File: config.mk
export PLATFORM = sky130hd
export DESIGN_NAME = tzo_ctrl
export DESIGN_NICKNAME = d
export VERILOG_FILES = /design/src/rtl/tzo_pkg.sv /design/src/rtl/tzo_ctrl.sv
export SDC_FILE = /design/constraint.sdc
export NUM_CORES = 1
export LEC_CHECK = 0
export BUFFER_PORTS_ARGS = -buffer_cell sky130_fd_sc_hd__buf_2
export CAP_MARGIN = 40
export CORE_AREA = 2 2 39 41
export DETAILED_ROUTE_END_ITERATION = 16
export DIE_AREA = 0 0 41 43
export GPL_TIMING_DRIVEN = 1
export PLACE_DENSITY_LB_ADDON = 0.12
export SETUP_SLACK_MARGIN = 0.02
export SLEW_MARGIN = 5
export SYNTH_ARGS = -nofsm -noshare
export SYNTH_HDL_FRONTEND = slang
export SYNTH_SLANG_ARGS = --single-unit
File: constraint.sdc
create_clock -name i_clk -period 2.7 [get_ports i_clk]
set_clock_uncertainty 0.1 [all_clocks]
set_input_delay 0.27 -clock i_clk [delete_from_list [all_inputs] [get_ports i_clk]]
set_output_delay 0.27 -clock i_clk [all_outputs]
set_load 0.02 [all_outputs]
File: src/rtl/tzo_pkg.sv
// Package for the time-zone offset search unit: sizes, request and register
// codes, controller states and the controller/datapath command and status structs.
package tzo_pkg;

    localparam int TRANS_DEPTH = 1024;
    localparam int TYPE_DEPTH  = 256;

    localparam int TRANS_AW = (TRANS_DEPTH > 1) ? $clog2(TRANS_DEPTH) : 1;
    localparam int TYPE_AW  = (TYPE_DEPTH > 1) ? $clog2(TYPE_DEPTH) : 1;
    localparam int LOHI_W   = TRANS_AW + 1;
    localparam int SCAN_W   = TYPE_AW + 1;

    localparam int TRANS_CNT_W = 11;
    localparam int TYPE_CNT_W  = 9;
    localparam int CFG_DATA_W  = 11;
    localparam int CFG_IDX_W   = 1;
    localparam int REQ_W       = 2;
    localparam int IDX_W       = 10;
    localparam int TIME_W      = 64;
    localparam int TTYPE_W     = 8;
    localparam int OFF_W       = 32;

    localparam logic [REQ_W-1:0] REQ_LOAD_TRANS = 2'd0;
    localparam logic [REQ_W-1:0] REQ_LOAD_TYPE  = 2'd1;
    localparam logic [REQ_W-1:0] REQ_QUERY      = 2'd2;

    localparam logic [CFG_IDX_W-1:0] CFG_TRANS_COUNT = 1'd0;
    localparam logic [CFG_IDX_W-1:0] CFG_TYPE_COUNT  = 1'd1;

    typedef enum logic [2:0] {
        S_IDLE,
        S_SRCH_RD,
        S_SRCH_CMP,
        S_LAST_WAIT,
        S_SCAN_RD,
        S_SCAN_CMP,
        S_TYPE_RD,
        S_DONE
    } t_state;

    typedef struct packed {
        logic wr_trans;
        logic wr_type;
        logic start;
        logic rd_mid;
        logic step;
        logic rd_last;
        logic tidx_last;
        logic rd_scan;
        logic scan_next;
        logic tidx_scan;
        logic tidx_zero;
        logic rd_type;
        logic emit;
    } t_cmd;

    typedef struct packed {
        logic srch_go;
        logic lo_zero;
        logic scan_go;
        logic scan_hit;
        logic out_busy;
    } t_stat;

endpackage

File: src/rtl/tzo_ctrl.sv
// Controller state machine of the offset search unit.
// Depends on tzo_pkg; drives the datapath through t_cmd, reads t_stat.
module tzo_ctrl import tzo_pkg::*; (
    input  logic             i_clk,
    input  logic             i_rst_n,
    input  logic             i_req_valid,
    input  logic [REQ_W-1:0] i_req_type,
    input  t_stat            i_stat,
    output logic             o_req_ready,
    output t_cmd             o_cmd
);

    t_state r_state;
    t_state n_state;
    logic   accept;

    assign o_req_ready = (r_state == S_IDLE);
    assign accept      = i_req_valid && o_req_ready;

    always_ff @(posedge i_clk) begin
        if (!i_rst_n) begin
            r_state <= S_IDLE;
        end else begin
            r_state <= n_state;
        end
    end

    always_comb begin
        n_state = r_state;
        unique case (r_state)
            S_IDLE: begin
                if (accept && i_req_type == REQ_QUERY) begin
                    n_state = S_SRCH_RD;
                end
            end
            S_SRCH_RD: begin
                if (i_stat.srch_go) begin
                    n_state = S_SRCH_CMP;
                end else if (i_stat.lo_zero) begin
                    n_state = S_SCAN_RD;
                end else begin
                    n_state = S_LAST_WAIT;
                end
            end
            S_SRCH_CMP:  n_state = S_SRCH_RD;
            S_LAST_WAIT: n_state = S_TYPE_RD;
            S_SCAN_RD: begin
                n_state = i_stat.scan_go ? S_SCAN_CMP : S_TYPE_RD;
            end
            S_SCAN_CMP: begin
                n_state = i_stat.scan_hit ? S_TYPE_RD : S_SCAN_RD;
            end
            S_TYPE_RD: n_state = S_DONE;
            S_DONE: begin
                if (!i_stat.out_busy) begin
                    n_state = S_IDLE;
                end
            end
            default: n_state = S_IDLE;
        endcase
    end

    always_comb begin
        o_cmd = '0;
        unique case (r_state)
            S_IDLE: begin
                if (accept) begin
                    o_cmd.wr_trans = (i_req_type == REQ_LOAD_TRANS);
                    o_cmd.wr_type  = (i_req_type == REQ_LOAD_TYPE);
                    o_cmd.start    = (i_req_type == REQ_QUERY);
                end
            end
            S_SRCH_RD: begin
                o_cmd.rd_mid  = i_stat.srch_go;
                o_cmd.rd_last = !i_stat.srch_go && !i_stat.lo_zero;
            end
            S_SRCH_CMP:  o_cmd.step      = 1'b1;
            S_LAST_WAIT: o_cmd.tidx_last = 1'b1;
            S_SCAN_RD: begin
                o_cmd.rd_scan   = i_stat.scan_go;
                o_cmd.tidx_zero = !i_stat.scan_go;
            end
            S_SCAN_CMP: begin
                o_cmd.tidx_scan = i_stat.scan_hit;
                o_cmd.scan_next = !i_stat.scan_hit;
            end
            S_TYPE_RD: o_cmd.rd_type = 1'b1;
            S_DONE:    o_cmd.emit    = !i_stat.out_busy;
            default:   o_cmd = '0;
        endcase
    end

endmodule

==> metrics <==
final worst slack=0.921 ns; met3 Track Usage GR=1.57%; grt ovf=0; status=finished, final reports clean; # H-tree levels=1; Post-CTS Setup Bufs=0; nets@finish=79; # IOs=24; post_cts resized=0; fin crit share=65.9%; sequential share of power=31.2%; total die area=1760 µm²; Leak=0.000239 µW; syn nets=55; cts hold-fix bufs=0; number of global-route vias before repair=315; Port-buffer cells=23; TNS Setup=0 ns; Ant. Diodes=0; Num Clock Sinks=3; drt wl/cell=9.54 µm; HP Class=in2reg; hpwl dp=643 µm; Worst EP required=2.33 ns; Die Width=41 µm; Slew headroom=59.7%; CTS tree=done; clock network fraction of design power=41.5%; GR Util met2=14.4%; area delta synth->final=34.7%; leading area contributor after synthesis=dfxtp_1; crit path cell chain=nor3_2, and4b_1, buf_2; cell-internal power=126 µW; drt drc=0; Place WS=1.16 ns; Largest register FFs=3; Sw Ratio=32.6%; Synth top area share=17.3%; DIE HEIGHT=43 µm; largest net degree at the start of global routing=18; syn_area_per_cell=7.70 µm²; critical path type=reg2out; Final min period=1.78 ns; Skew-Pair Late Insertion Delay=0.23 ns; Design Area, Final=467 µm²; Worst-path clk slew=0.04 ns; M1 GR Usage=14.4%; RSZ-0062 raised after global routing=no; worst slew pin tran=0.604 ns; crit path DAT=1.41 ns; Final setup viols=0; synth unique cells=25; vias per cell=4.54; DR pass1 iterations=2; Vias=381; Largest Register=r_state; largest fanout on the critical path=17; max-slew violation count=0; placed inst area=440 µm²; row cnt=14; Area contributors post-synth=dfxtp_1, buf_6, nor2_1, nand2_1, and3_1; Critical Path Source Type=flip-flop; Max VDD drop=0.168 mV; GP Congestion=0.639; clock root buffer=clkbuf_4; Largest regs=r_state: 3 flops; achievable frequency=562 MHz; Final Hold Fails=0; initial antenna violation count=0; Detail Route Antenna Nets=0; CP peak stage delay=0.70 ns; Sw Pwr=60.8 µW; CTS buffer count=3; total wire length=801 µm; Global Route Usage Sum=10.9%; total power=187 µW; Ys Warns=0; maxcap violations=0; Synth Instances=45; clk buf depth=2; utilization after layout=33.7%; critical path endpoint category=output port; Top Usage Layer GRT=met1; Initial Util=25.0%; Critical-path top delay cell=dfxtp_1; global-route wire length before repair=1.29 mm; placeable core area=1380 µm²; layout cell share with drive strength beyond 1=45.6%; pwr dens=400 nW/µm²; mapped cell area=347 µm²; sequential-to-total area share from yosys stat=17.3%; #FFs+latches synth=3; drt initial violations=4; Combinational Power Share=27.3%
==> synth_stat cells (all sizes together) <==
cell type	instances
nand2b	1
nand2	6
a32oi	1
o2bb2ai	1
a32o	1
dfxtp	3
and3	3
nor2b	1
nor3	2
nor4	2
o31ai	1
nor2	8
inv	1
and4b	1
and4bb	1
o21a	1
o21ai	2
buf	4
nand3b	1
nor4b	1
a21oi	2
nor3b	1
==> path summary, 6_finish.rpt <==
path                                         startpoint                 endpoint  slack, ns  cells past startpoint
worst max-delay path            r_state[0]$_SDFFE_PN0P_                o_cmd[11]       0.92                      3
worst min-delay path                            i_rst_n  r_state[2]$_SDFFE_PN0P_       0.20                      3
worst min register to register  r_state[2]$_SDFFE_PN0P_  r_state[2]$_SDFFE_PN0P_       0.54                      2
worst max register to register  r_state[0]$_SDFFE_PN0P_  r_state[0]$_SDFFE_PN0P_       1.26                      4
==> layout make-up <==
type,instances,area [µm²]
multi-input combinational,37,239
inverter,1,6.26
timing repair buffer,23,115
sequential,3,60.1
fill,163,917
tap,16,20.0
clock buffer,4,26.3
==> routing by layer <==
metal | vias up | part of all wire (%)
li1 | 212 | -
met1 | 162 | 46
met2 | 7 | 50
met3 | 0 | 4.0
met4 | 0 | 0
met5 | - | 0
==> cells by family (layout without fill, tap and decap cells) <==
logic type             count (synthesis)  count (layout)  synth area share (%)
flip-flops                             3               3                  17.3
AND/OR/NAND/NOR                       28              28                  49.5
AO/OA/AOI/OAI                          9               9                  19.5
buffers and inverters                  5              28                  13.7
==> through the flow <==
step,cells,hold slack [ns]
finish,84,0.199
global route,84,0.215
CTS,84,0.190
detailed placement,80,0.438
global placement,80,0.442
floorplan,45,0.308
==> cell usage in the layout, fill, tap and decap left out, drive strengths merged, types with 2 or more instances in the layout <==
cell type   n
a21oi       2
and3        3
buf        23
clkbuf      4
dfxtp       3
nand2       6
nor2        8
nor3        2
nor4        2
o21ai       2
==> critical path: cells and delay by family, from the launching register on <==
family	cells	cell delay, ns
buffers and inverters	1	0.15
and+or+nand+nor	2	0.33
DFF	1	0.70
==> power by group through the flow <==
stage               logic (µW)  clock network (µW)  registers (µW)
floorplan                 48.3                   0            49.2
global placement          52.1                   0            59.1
detailed placement        51.8                   0            58.9
CTS                       51.9                82.6            58.3
global route              57.2                87.7            59.7
finish                    50.9                77.4            58.2
(Power assumes the default switching activity.)
